**config.mk**
```make
export PLATFORM = sky130hd
export DESIGN_NAME = editable_fsm_reachability_gc
export DESIGN_NICKNAME = d
export VERILOG_FILES = /design/src/rtl/efrgc_pkg.sv /design/src/rtl/editable_fsm_reachability_gc.sv
export SDC_FILE = /design/constraint.sdc
export NUM_CORES = 1
export LEC_CHECK = 0
export ABC_AREA = 1
export ABC_CLOCK_PERIOD_IN_PS = 7100
export BUFFER_PORTS_ARGS = -buffer_cell sky130_fd_sc_hd__buf_2
export CAP_MARGIN = 20
export CORE_MARGIN = 1.5
export CORE_UTILIZATION = 42
export DETAILED_ROUTE_END_ITERATION = 10
export GPL_ROUTABILITY_DRIVEN = 0
export PLACE_DENSITY = 0.66
export SLEW_MARGIN = 20
export SYNTH_ARGS = -nofsm -noshare
export SYNTH_HDL_FRONTEND = slang
export SYNTH_SLANG_ARGS = --single-unit
```
**constraint.sdc**
```tcl
create_clock -name aclk -period 7.1 [get_ports aclk]
set_clock_uncertainty 0.2 [all_clocks]
set_input_delay 0.71 -clock aclk [delete_from_list [all_inputs] [get_ports aclk]]
set_output_delay 0.71 -clock aclk [all_outputs]
set_load 0.02 [all_outputs]
```
**src/rtl/efrgc_pkg.sv**
```systemverilog
package efrgc_pkg;

    // default table size
    localparam int NUM_STATES_DEF = 8;

    // results returned per request at most
    localparam int MAX_RESULTS = 8;
    localparam int CNT_W       = $clog2(MAX_RESULTS + 1);

    // request codes
    localparam logic [2:0] REQ_STEP    = 3'd0;
    localparam logic [2:0] REQ_CHANGE  = 3'd1;
    localparam logic [2:0] REQ_DUMP    = 3'd2;
    localparam logic [2:0] REQ_LIST    = 3'd3;
    localparam logic [2:0] REQ_DEL_ONE = 3'd4;
    localparam logic [2:0] REQ_DEL_ALL = 3'd5;

    // result kinds
    localparam logic [2:0] KIND_NEW_STATE     = 3'd0;
    localparam logic [2:0] KIND_ROW           = 3'd1;
    localparam logic [2:0] KIND_GARBAGE       = 3'd2;
    localparam logic [2:0] KIND_NO_GARBAGE    = 3'd3;
    localparam logic [2:0] KIND_DELETED       = 3'd4;
    localparam logic [2:0] KIND_NOT_DELETED   = 3'd5;
    localparam logic [2:0] KIND_DEL_ENTRY     = 3'd6;
    localparam logic [2:0] KIND_NONE_DELETED  = 3'd7;

    // power-up links of the first eight states, repeated for larger tables
    localparam int RST_ZERO [8] = '{3, 2, 4, 6, 7, 1, 5, 0};
    localparam int RST_ONE  [8] = '{1, 7, 5, 3, 3, 0, 2, 4};

    // one result item
    typedef struct packed {
        logic [2:0] kind;
        logic [2:0] entry;
        logic [2:0] next_zero;
        logic [2:0] next_one;
    } result_t;

endpackage

```
**src/rtl/editable_fsm_reachability_gc.sv**
```systemverilog
// Editable state machine with reachability garbage collection. Requests arrive on the s_ stream
// (tuser = request code) and results leave on the m_ stream, tlast marking the final result of
// a request; one request is worked on at a time and s_tready is high only while the block waits
// for a request. The two link tables sit in synchronous memories with one read port each, so
// the read port sets the pace: a step reads the link of the current state, emits the new state
// and hands it over, a change link is done in the accept cycle, and a dump reads and then emits
// each state in turn. List garbage and the two deletes first run a reachability walk of up to
// NUM_STATES passes over all states until a pass adds nothing; then list garbage and delete all
// scan the deleted and reachable marks at one state per cycle, while delete one checks only its
// target. Results wait in a one-deep hold stage before the output register, so tlast is known
// when a result is released; a stalled output stalls the scan. After reset the tables read
// their power-up links through per-entry valid bits, so no clearing pass is needed.
module editable_fsm_reachability_gc #(
    parameter int NUM_STATES = efrgc_pkg::NUM_STATES_DEF
) (
    input  logic        aclk,
    input  logic        aresetn,
    input  logic        s_tvalid,
    output logic        s_tready,
    input  logic [7:0]  s_tdata,   // [0] input_bit, [3:1] target, [7:4] zero
    input  logic [2:0]  s_tuser,   // [2:0] req_type
    output logic        m_tvalid,
    input  logic        m_tready,
    output logic [15:0] m_tdata,   // [2:0] entry, [5:3] next_zero, [8:6] next_one, [15:9] zero
    output logic [2:0]  m_tuser,   // [2:0] kind
    output logic        m_tlast    // last
);
    import efrgc_pkg::*;

    localparam int SW = $clog2(NUM_STATES);
    localparam logic [SW-1:0] LAST_IDX = SW'(NUM_STATES - 1);

    typedef enum logic [9:0] {
        ST_IDLE    = 10'b00_0000_0001,
        ST_STEP_RD = 10'b00_0000_0010,
        ST_STEP_EM = 10'b00_0000_0100,
        ST_DUMP_RD = 10'b00_0000_1000,
        ST_DUMP_EM = 10'b00_0001_0000,
        ST_WALK    = 10'b00_0010_0000,
        ST_LIST    = 10'b00_0100_0000,
        ST_TAIL    = 10'b00_1000_0000,
        ST_DEL1    = 10'b01_0000_0000,
        ST_FLUSH   = 10'b10_0000_0000
    } state_t;

    // control registers
    state_t                  state_reg, state_next;
    logic [SW-1:0]           cur_reg, cur_next;
    logic [NUM_STATES-1:0]   del_reg, del_next;
    logic                    issue_reg, issue_next;
    logic                    ev_vld_reg, ev_vld_next;
    logic                    hold_vld_reg, hold_vld_next;
    logic                    out_vld_reg, out_vld_next;
    logic [NUM_STATES-1:0]   vld_zero_reg, vld_one_reg;

    // payload registers
    logic [SW-1:0]           idx_reg, idx_next;
    logic                    changed_reg, changed_next;
    logic [NUM_STATES-1:0]   reach_reg, reach_next;
    logic [2:0]              req_reg, req_next;
    logic                    bit_reg, bit_next;
    logic [2:0]              tgt_reg, tgt_next;
    logic [CNT_W-1:0]        cnt_reg, cnt_next;
    result_t                 hold_reg, hold_next;
    result_t                 out_reg, out_next;
    logic                    out_last_reg, out_last_next;

    // link memories and their read side
    logic [SW-1:0]           link_zero_mem [NUM_STATES];
    logic [SW-1:0]           link_one_mem  [NUM_STATES];
    logic [SW-1:0]           rst_zero [NUM_STATES];
    logic [SW-1:0]           rst_one  [NUM_STATES];
    logic [SW-1:0]           rd_mem_zero_reg, rd_mem_one_reg;
    logic [SW-1:0]           rd_rst_zero_reg, rd_rst_one_reg;
    logic                    rd_vld_zero_reg, rd_vld_one_reg;
    logic [SW-1:0]           rd_idx_reg;
    logic [SW-1:0]           rd_zero, rd_one;

    logic                    wr_zero_en, wr_one_en;
    logic [SW-1:0]           wr_data;

    logic                    in_xfer, out_free, can_emit, cap_hit, emit_ok;
    logic                    emit_req, emit_take;
    result_t                 emit_res;
    logic                    tgt_in_ok, tgt_ok;
    logic [SW-1:0]           tgt_idx;

    // power-up link tables
    for (genvar g = 0; g < NUM_STATES; g++) begin : g_rst
        assign rst_zero[g] = SW'(RST_ZERO[g % 8] % NUM_STATES);
        assign rst_one[g]  = SW'(RST_ONE[g % 8] % NUM_STATES);
    end

    // memories: write on change link, read at the scan index every cycle
    always_ff @(posedge aclk) begin
        if (wr_zero_en) begin
            link_zero_mem[cur_reg] <= wr_data;
        end
        if (wr_one_en) begin
            link_one_mem[cur_reg] <= wr_data;
        end
        rd_mem_zero_reg <= link_zero_mem[idx_reg];
        rd_mem_one_reg  <= link_one_mem[idx_reg];
        rd_rst_zero_reg <= rst_zero[idx_reg];
        rd_rst_one_reg  <= rst_one[idx_reg];
        rd_vld_zero_reg <= vld_zero_reg[idx_reg];
        rd_vld_one_reg  <= vld_one_reg[idx_reg];
        rd_idx_reg      <= idx_reg;
    end

    // entries never written read their power-up link
    assign rd_zero = rd_vld_zero_reg ? rd_mem_zero_reg : rd_rst_zero_reg;
    assign rd_one  = rd_vld_one_reg  ? rd_mem_one_reg  : rd_rst_one_reg;

    // handshake helpers
    assign s_tready  = (state_reg == ST_IDLE);
    assign in_xfer   = s_tvalid && s_tready;
    assign out_free  = !out_vld_reg || m_tready;
    assign can_emit  = !hold_vld_reg || out_free;
    assign cap_hit   = (cnt_reg == CNT_W'(MAX_RESULTS));
    assign emit_ok   = cap_hit || can_emit;

    assign tgt_in_ok = (int'(s_tdata[3:1]) < NUM_STATES);
    assign tgt_ok    = (int'(tgt_reg) < NUM_STATES);
    assign tgt_idx   = SW'(tgt_reg);

    // change link writes straight into the memory in the accept cycle
    assign wr_data    = SW'(s_tdata[3:1]);
    assign wr_zero_en = in_xfer && (s_tuser == REQ_CHANGE) && tgt_in_ok && !s_tdata[0];
    assign wr_one_en  = in_xfer && (s_tuser == REQ_CHANGE) && tgt_in_ok && s_tdata[0];

    // sequencer
    always_comb begin
        logic          grow;
        logic          cond;
        logic          ok;
        logic [SW-1:0] nxt;

        state_next    = state_reg;
        cur_next      = cur_reg;
        del_next      = del_reg;
        issue_next    = issue_reg;
        ev_vld_next   = ev_vld_reg;
        hold_vld_next = hold_vld_reg;
        idx_next      = idx_reg;
        changed_next  = changed_reg;
        reach_next    = reach_reg;
        req_next      = req_reg;
        bit_next      = bit_reg;
        tgt_next      = tgt_reg;
        cnt_next      = cnt_reg;
        hold_next     = hold_reg;
        out_next      = out_reg;
        out_last_next = out_last_reg;
        out_vld_next  = out_vld_reg && !m_tready;
        emit_req      = 1'b0;
        emit_res      = '0;
        grow          = 1'b0;
        cond          = 1'b0;
        ok            = 1'b0;
        nxt           = '0;

        case (state_reg)
            ST_IDLE: begin
                if (in_xfer) begin
                    req_next = s_tuser;
                    bit_next = s_tdata[0];
                    tgt_next = s_tdata[3:1];
                    cnt_next = '0;
                    case (s_tuser)
                        REQ_STEP: begin
                            idx_next   = cur_reg;
                            state_next = ST_STEP_RD;
                        end
                        REQ_DUMP: begin
                            idx_next   = '0;
                            state_next = ST_DUMP_RD;
                        end
                        REQ_LIST, REQ_DEL_ONE, REQ_DEL_ALL: begin
                            idx_next            = '0;
                            issue_next          = 1'b1;
                            ev_vld_next         = 1'b0;
                            changed_next        = 1'b0;
                            reach_next          = '0;
                            reach_next[cur_reg] = 1'b1;
                            state_next          = ST_WALK;
                        end
                        default: begin
                            state_next = ST_IDLE;
                        end
                    endcase
                end
            end

            ST_STEP_RD: begin
                state_next = ST_STEP_EM;
            end

            // follow one link of the current state
            ST_STEP_EM: begin
                nxt            = bit_reg ? rd_one : rd_zero;
                emit_req       = 1'b1;
                emit_res.kind  = KIND_NEW_STATE;
                emit_res.entry = 3'(nxt);
                if (emit_ok) begin
                    cur_next   = nxt;
                    state_next = ST_FLUSH;
                end
            end

            ST_DUMP_RD: begin
                state_next = ST_DUMP_EM;
            end

            // one live row per read
            ST_DUMP_EM: begin
                if (!del_reg[idx_reg]) begin
                    emit_req           = 1'b1;
                    emit_res.kind      = KIND_ROW;
                    emit_res.entry     = 3'(idx_reg);
                    emit_res.next_zero = 3'(rd_zero);
                    emit_res.next_one  = 3'(rd_one);
                end
                if (!emit_req || emit_ok) begin
                    if (idx_reg == LAST_IDX) begin
                        state_next = ST_FLUSH;
                    end else begin
                        idx_next   = idx_reg + SW'(1);
                        state_next = ST_DUMP_RD;
                    end
                end
            end

            // reachability passes: issue reads in order, expand each row in the cycle after its read
            ST_WALK: begin
                ev_vld_next = issue_reg;
                if (issue_reg) begin
                    if (idx_reg == LAST_IDX) begin
                        issue_next = 1'b0;
                    end else begin
                        idx_next = idx_reg + SW'(1);
                    end
                end
                if (ev_vld_reg) begin
                    if (reach_reg[rd_idx_reg] && !del_reg[rd_idx_reg]) begin
                        grow                = !reach_reg[rd_zero] || !reach_reg[rd_one];
                        reach_next[rd_zero] = 1'b1;
                        reach_next[rd_one]  = 1'b1;
                    end
                    if (rd_idx_reg == LAST_IDX) begin
                        if (changed_reg || grow) begin
                            idx_next     = '0;
                            issue_next   = 1'b1;
                            changed_next = 1'b0;
                        end else if (req_reg == REQ_DEL_ONE) begin
                            state_next = ST_DEL1;
                        end else begin
                            idx_next   = '0;
                            state_next = ST_LIST;
                        end
                    end else begin
                        changed_next = changed_reg || grow;
                    end
                end
            end

            // live and unreachable states, one per cycle unless a stalled output holds the scan
            ST_LIST: begin
                cond = !del_reg[idx_reg] && !reach_reg[idx_reg];
                if (cond) begin
                    emit_req       = 1'b1;
                    emit_res.kind  = (req_reg == REQ_DEL_ALL) ? KIND_DEL_ENTRY : KIND_GARBAGE;
                    emit_res.entry = 3'(idx_reg);
                end
                if (!cond || emit_ok) begin
                    if (cond && (req_reg == REQ_DEL_ALL)) begin
                        del_next[idx_reg] = 1'b1;
                    end
                    if (idx_reg == LAST_IDX) begin
                        state_next = ST_TAIL;
                    end else begin
                        idx_next = idx_reg + SW'(1);
                    end
                end
            end

            // nothing found
            ST_TAIL: begin
                if (cnt_reg == '0) begin
                    emit_req      = 1'b1;
                    emit_res.kind = (req_reg == REQ_DEL_ALL) ? KIND_NONE_DELETED
                                                             : KIND_NO_GARBAGE;
                    if (emit_ok) begin
                        state_next = ST_FLUSH;
                    end
                end else begin
                    state_next = ST_FLUSH;
                end
            end

            // delete one state if live and unreachable
            ST_DEL1: begin
                ok             = tgt_ok && !reach_reg[tgt_idx] && !del_reg[tgt_idx];
                emit_req       = 1'b1;
                emit_res.kind  = ok ? KIND_DELETED : KIND_NOT_DELETED;
                emit_res.entry = tgt_reg;
                if (emit_ok) begin
                    if (ok) begin
                        del_next[tgt_idx] = 1'b1;
                    end
                    state_next = ST_FLUSH;
                end
            end

            // release the held result as the final one
            ST_FLUSH: begin
                if (!hold_vld_reg) begin
                    state_next = ST_IDLE;
                end else if (out_free) begin
                    out_next      = hold_reg;
                    out_last_next = 1'b1;
                    out_vld_next  = 1'b1;
                    hold_vld_next = 1'b0;
                    state_next    = ST_IDLE;
                end
            end

            default: begin
                state_next = ST_IDLE;
            end
        endcase

        // a new result pushes the held one to the output register
        emit_take = emit_req && !cap_hit && can_emit;
        if (emit_take) begin
            if (hold_vld_reg) begin
                out_next      = hold_reg;
                out_last_next = 1'b0;
                out_vld_next  = 1'b1;
            end
            hold_next     = emit_res;
            hold_vld_next = 1'b1;
            cnt_next      = cnt_reg + CNT_W'(1);
        end
    end

    // control state
    always_ff @(posedge aclk) begin
        if (!aresetn) begin
            state_reg    <= ST_IDLE;
            cur_reg      <= SW'(1 % NUM_STATES);
            del_reg      <= '0;
            issue_reg    <= 1'b0;
            ev_vld_reg   <= 1'b0;
            hold_vld_reg <= 1'b0;
            out_vld_reg  <= 1'b0;
            vld_zero_reg <= '0;
            vld_one_reg  <= '0;
        end else begin
            state_reg    <= state_next;
            cur_reg      <= cur_next;
            del_reg      <= del_next;
            issue_reg    <= issue_next;
            ev_vld_reg   <= ev_vld_next;
            hold_vld_reg <= hold_vld_next;
            out_vld_reg  <= out_vld_next;
            if (wr_zero_en) begin
                vld_zero_reg[cur_reg] <= 1'b1;
            end
            if (wr_one_en) begin
                vld_one_reg[cur_reg] <= 1'b1;
            end
        end
    end

    // payload
    always_ff @(posedge aclk) begin
        idx_reg      <= idx_next;
        changed_reg  <= changed_next;
        reach_reg    <= reach_next;
        req_reg      <= req_next;
        bit_reg      <= bit_next;
        tgt_reg      <= tgt_next;
        cnt_reg      <= cnt_next;
        hold_reg     <= hold_next;
        out_reg      <= out_next;
        out_last_reg <= out_last_next;
    end

    // result port
    assign m_tvalid = out_vld_reg;
    assign m_tdata  = {7'b0, out_reg.next_one, out_reg.next_zero, out_reg.entry};
    assign m_tuser  = out_reg.kind;
    assign m_tlast  = out_last_reg;

endmodule

```
## Yosys cells after proc, flatten, opt, wreduce, memory -nomap -nowiden

Memory sizes are Yosys's and may differ from the RTL's. A register that Yosys moved wholly into a read port is not among the register bits.
Cells that the tools add are included.

| word-level totals | value |
|---|---|
| memory bits (read-only) | 48 |
| input bits | 15 |
| register bits after elaboration | 94 |
| word-level logic and storage cells | 272 |
| output and inout port bits | 22 |
| memories kept | 4 |
| memory bits (writable) | 48 |

Memories:

| name | words | bits a word | rd ports | clocked after Yosys merged registers in | write ports | RTL line | source |
|---|---|---|---|---|---|---|---|
| (no name shown) | 8 | 3 | 1 | 1 | 0 | editable_fsm_reachability_gc.sv:105 | `rd_rst_one_reg <= rst_one[idx_reg];` |
| (no name shown) | 8 | 3 | 1 | 1 | 0 | editable_fsm_reachability_gc.sv:104 | `rd_rst_zero_reg <= rst_zero[idx_reg];` |
| link_one_mem | 8 | 3 | 1 | 1 | 1 | editable_fsm_reachability_gc.sv:70 | `logic [SW-1:0] link_one_mem [NUM_STATES];` |
| link_zero_mem | 8 | 3 | 1 | 1 | 1 | editable_fsm_reachability_gc.sv:69 | `logic [SW-1:0] link_zero_mem [NUM_STATES];` |

| cells by class | value |
|---|---|
| $lt $le $gt $ge | 11 |
| reductions and logical operators | 58 |
| equal/unequal tests | 35 |
| bitwise logic cells | 8 |
| $add $sub $neg | 2 |
| mux-type cells | 126 |

Operators by type and width:

| operator | number |
|---|---|
| 2-to-1 mux 10 bit | 13 |
| case mux 10 bit (9 select lines) | 1 |
| 2-to-1 mux 8 bit | 8 |
| 2-to-1 mux 12 bit | 5 |
| 2-to-1 mux 1 bit | 53 |
| OR 8 bit | 6 |
| 2-to-1 mux 3 bit | 15 |
| case mux 3 bit (4 select lines) | 3 |
| case mux 8 bit (2 select lines) | 2 |
| binary-select mux 1 bit (select 3 bit) | 10 |
| < comparator 3 x 4 -> 1 bit, second input constant | 6 |
| != test 2 bit, second input constant | 10 |
| AND reduction 5 bit | 4 |
| equality test 3 bit, second input constant | 6 |
| case mux 6 bit (3 select lines) | 1 |
| logical AND 1 bit | 16 |
| demux 1 bit (select 3 bit) | 5 |
| greater-or-equal comparator 3 x 1 -> 1 bit, second input constant | 5 |
| logical NOT 1 bit | 14 |
| 2-to-1 mux 4 bit | 3 |
| equality test 10 x 1 -> 1 bit, second input constant | 1 |
| equality test 10 bit, second input constant | 1 |
| equality test 10 x 2 -> 1 bit, second input constant | 1 |
| equality test 10 x 3 -> 1 bit, second input constant | 1 |
| 32 further kinds | 50 |

## Longest topological paths before layout

| logic depth | value |
|---|---|
| depth after elaboration | 13 |
| depth in mapped cells | 16 |
| gate-level depth less buffers | 16 |

## Worst setup path before layout

No wires, ideal clock.

| timing | value |
|---|---|
| path kind | reg-to-reg |
| start | reg idx_reg[1] |
| end | reg (tool-made name) |
| period minus slack after synthesis | 2.428 ns |
| data required time | 6.583 ns |
| arrival time | 1.911 ns |
| path slack | 4.672 ns |
| stages on the path, launching flop included | 15 |
| buffers on the path | 3 |
| cell sequence | edfxtp_1 > buf_6 > nand2_4 > nor2_4 > buf_6 > nand2_1 > nand3_2 > nor2_4 > nand2_4 > nand3_2 > nand2_2 > nand2_2 > nand3_4 > buf_12 > inv_2 |

RTL lines:

| what | RTL line | source |
|---|---|---|
| from (decl) | editable_fsm_reachability_gc.sv:57 | `logic [SW-1:0] idx_reg, idx_next;` |
| from (signal assigned) | editable_fsm_reachability_gc.sv:378 | `idx_reg <= idx_next;` |

## Worst setup path in the final report

| timing | value |
|---|---|
| start | reg idx_reg[2] |
| end | reg cnt_reg[2] (enable) |

| on the way | value |
|---|---|
| cells in the longest elaborated chain, start to end | 10 |

Ends and longest elaborated chain:

| what | RTL line | source |
|---|---|---|
| binary-select mux 1 bit (select 3 bit), on equally long branches | editable_fsm_reachability_gc.sv:217, editable_fsm_reachability_gc.sv:269 |  |
| 2-to-1 mux 1 bit, on equally long branches | editable_fsm_reachability_gc.sv:217, editable_fsm_reachability_gc.sv:269 |  |
| logical NOT 1 bit | editable_fsm_reachability_gc.sv:269 | `cond = !del_reg[idx_reg] && !reach_reg[idx_reg];` |
| logical AND 1 bit | editable_fsm_reachability_gc.sv:269 |  |
| 2-to-1 mux 1 bit | editable_fsm_reachability_gc.sv:270 | `if (cond) begin` |
| case mux 1 bit (4 select lines) (*) | editable_fsm_reachability_gc.sv:163 | `case (state_reg)` |
| logical AND 1 bit (*) (2 in series) | editable_fsm_reachability_gc.sv:334 | `emit_take = emit_req && !cap_hit && can_emit;` |
| nonzero test 2 bit (no source line) | - |  |
| AND reduction 2 bit (no source line) (*) | - |  |
| to (signal assigned) | editable_fsm_reachability_gc.sv:384 | `cnt_reg <= cnt_next;` |
| to (decl) | editable_fsm_reachability_gc.sv:63 | `logic [CNT_W-1:0] cnt_reg, cnt_next;` |

Every way passes the cells marked *; elsewhere a longest branch is shown, timed or not. The select of a mux whose other input is x is not followed.
A chain may end at the register's enable or synchronous reset.

==> results.txt <==
Fin Setup TNS - 0 ns
fin. max-slew vios - 0
Clock Pin Slew Worst Setup and Hold Paths - 0.07 ns
CP max FO - 15
Post-synth EDFFs - 96
top_reg_cell synth - edfxtp_1
worst path arrival time - 3.17 ns
critical path launch point type - flop
Die Wd - 138 um
# rows - 49
Post-Route WL - 18.4 mm
area of the mapped netlist - 7620 sq um
Pre-antenna DRT Iters - 5
maxcap violations - 0
sw frac - 42.6%
sw power - 0.00147 W
yosys warns - 0
Worst path depth - 10
Worst Reg-to-Reg Cells - 10
Final HPWL DP - 13.2 mm
worst skew pair latency - 0.44 ns
CTS Buf Count - 17
fin crit period - 3.25 ns
I/O pins - 37
first-pass GRT wire length - 29.2 mm
commonest cells after routing, fill and taps aside - nand2_1, nor2_1, inv_1, edfxtp_1, nand3_1
# nets final - 907
PwrDens - 407 nW/um^2
Final Hold Vio Count - 0
worst min path class - reg2reg
TritonCTS clock tree - done
post-placement cell count - 1096
# port buffers - 25
kind of critical path - reg2reg
initial antenna violation count - 0
library cells used by synthesis - 54
DR WL/cell - 16.4 um
Min-Delay Startpoint - vld_zero_reg[1]
Avg Cell Area, Syn - 8.88 sq um
post-CTS setup buffers - 0
hold worst-path end - vld_zero_reg[1]
Comb pwr share - 36.2%
Ant. Diodes - 0
post-route ant nets - 0
top cells by area, synth - edfxtp_1, dfxtp_1, nand2_1
die height - 138 um
family with the most delay on the worst path - simple AND/OR/NAND/NOR gates
worst endpoint required time - 7.01 ns
Final setup viols - 0
initial DRC count - 558
Reg2Reg Setup Slack - 3.85 ns
post-synthesis async set-or-reset flop share - 0%
final core utilization - 47.6%
Rel. slew slack - 32.1%
Syn-to-layout area delta - 11.8%
post-synthesis sequential area ratio - 53.1%
share of layout cells above drive strength 1 - 12.8%
FF+latch count, synth - 154
status - finished clean
die area - 19000 sq um
depth of the worst hold-timing path - 2
final non-filler cell total - 1128
fmax - 307 MHz
DR vias/cell - 5.33
CTS Sinks - 154
Synth area leader - edfxtp_1
fillcell total - 1714
register share of total power - 36.9%
RSZ-0062 raised after global routing - false
hold-fix buffers at CTS - 0
period utilization - 45.8%
detailed-route via count - 6015
critical path, cell by cell - nor2_2 -> nand3_1 -> nand4_4 -> nor2_4 -> nand2_4 -> nand3_2 -> nand2_2 -> inv_1 -> nand2_1 -> o21ai_0
clk root buf - clkbuf_16
Power Internal - 0.00199 W
CTS Buffer Depth - 2
CTS resizes - 0
vias in the first global route - 5595
Synth top area share - 37.8%
total track usage - 20.7%
largest net degree at the start of global routing - 32
Starting Density - 42.6%
clock power share - 26.9%
Register Area - 4040 sq um
r2r startpoint - idx_reg[2]
CP Capture Type - flop
R2R Path End - cnt_reg[2]
core area - 17900 sq um
slowest CP cell - nor2_2
maximum vdd drop - 0.000208 V
multi-input logic area - 2950 sq um
CP peak stage delay - 0.71 ns
Slew @ Worst Pin - 1.01 ns
H-tree depth - 4
Worst Path Buf+Inv - 1
Static Leakage - 3.51 nW
Remaining DRCs - 0
commonest non-fill, non-tap cell in the layout - nand2_1
GRT overflow - 0
Post-Synthesis Cells - 858
## tightest hold or removal path: stages, from the launching register on
cell	delay (ns)
dfxtp_1	0.32
nor2_1	0.04
nor2_1	0.07
## metrics by stage
| stage | power (W) | hold WS (ns) | setup WS (ns) | instance area [sq um] |
|---|---|---|---|---|
| 2_1_floorplan | 0.00219 | 0.171 | 4.67 | 7640 |
| 3_3_place_gp | 0.00251 | 0.241 | 3.94 | 7900 |
| 3_5_place_dp | 0.00253 | 0.252 | 3.89 | 7900 |
| 4_1_cts | 0.00345 | 0.266 | 3.88 | 8510 |
| 5_1_grt | 0.00367 | 0.280 | 3.68 | 8510 |
| 6_report | 0.00346 | 0.264 | 3.85 | 8510 |
## worst max-delay path by stage
stage | slack [ns] | to | start
final | 3.85 | cnt_reg[2] | idx_reg[2]
after global routing | 3.68 | hold_reg[1] | idx_reg[0]
after CTS | 3.88 | cnt_reg[2] | idx_reg[2]
after detailed placement | 3.89 | cnt_reg[0] | idx_reg[2]
after global placement | 3.94 | flop | idx_reg[0]
after floorplan | 4.67 | flop | idx_reg[1]
## kinds of logic (layout without fill, tap and decap cells)
| family | count (synthesis) | count (layout) | synth area share, % |
|---|---|---|---|
| XOR/XNOR | 3 | 3 | 0.345 |
| adder cells (fa/ha/maj) | 6 | 6 | 0.985 |
| AO/OA/AOI/OAI | 114 | 114 | 9.51 |
| AND/OR/NAND/NOR | 430 | 430 | 27.5 |
| buffers and inverters | 150 | 185 | 8.56 |
| flip-flops | 154 | 154 | 53.1 |
| other | 1 | 7 | 0.0492 |
## cell type report
cell class / instances / share of cell area, %
well taps: 229 / 3.37
clock buffers: 18 / 5.29
clock inverters: 14 / 1.97
flip-flops and latches: 154 / 47.5
inverters: 126 / 5.64
repair buffers: 27 / 1.65
multi-input cells: 560 / 34.6
## Yosys cell counts (3+ instances only)
library cell,instances
ha_1,6
buf_4,7
nor2_1,121
a21oi_1,29
inv_2,7
nand2_4,7
nand3_2,5
o21ai_0,32
o31ai_1,6
dfxtp_1,58
o22ai_1,7
a22oi_1,7
nor3_1,25
o211ai_1,5
nor2_2,4
inv_1,117
nand2_1,148
clkbuf_1,10
nand2_2,6
nand3_1,66
nand4_1,19
a221oi_1,9
a31oi_1,3
buf_6,5
nand3b_1,3
nor2_4,15
edfxtp_1,96
## power groups by stage
stage,Sequential (W),Combinational [W],Clock [W]
CTS,0.00128,0.00124,0.000940
global route,0.00130,0.00139,0.000975
finish,0.00128,0.00125,0.000933
global placement,0.00129,0.00122,0
floorplan,0.00124,0.000956,0
detailed placement,0.00129,0.00123,0
## per-layer routing
layer,share of wire [%],GRT usage (%),vias up
met4,3.0,9.30,0
met1,45,27.2,2797
met3,6.8,4.38,46
met2,46,32.6,225
li1,-,-,2947
met5,0,0,-
(Power assumes the default switching activity.)
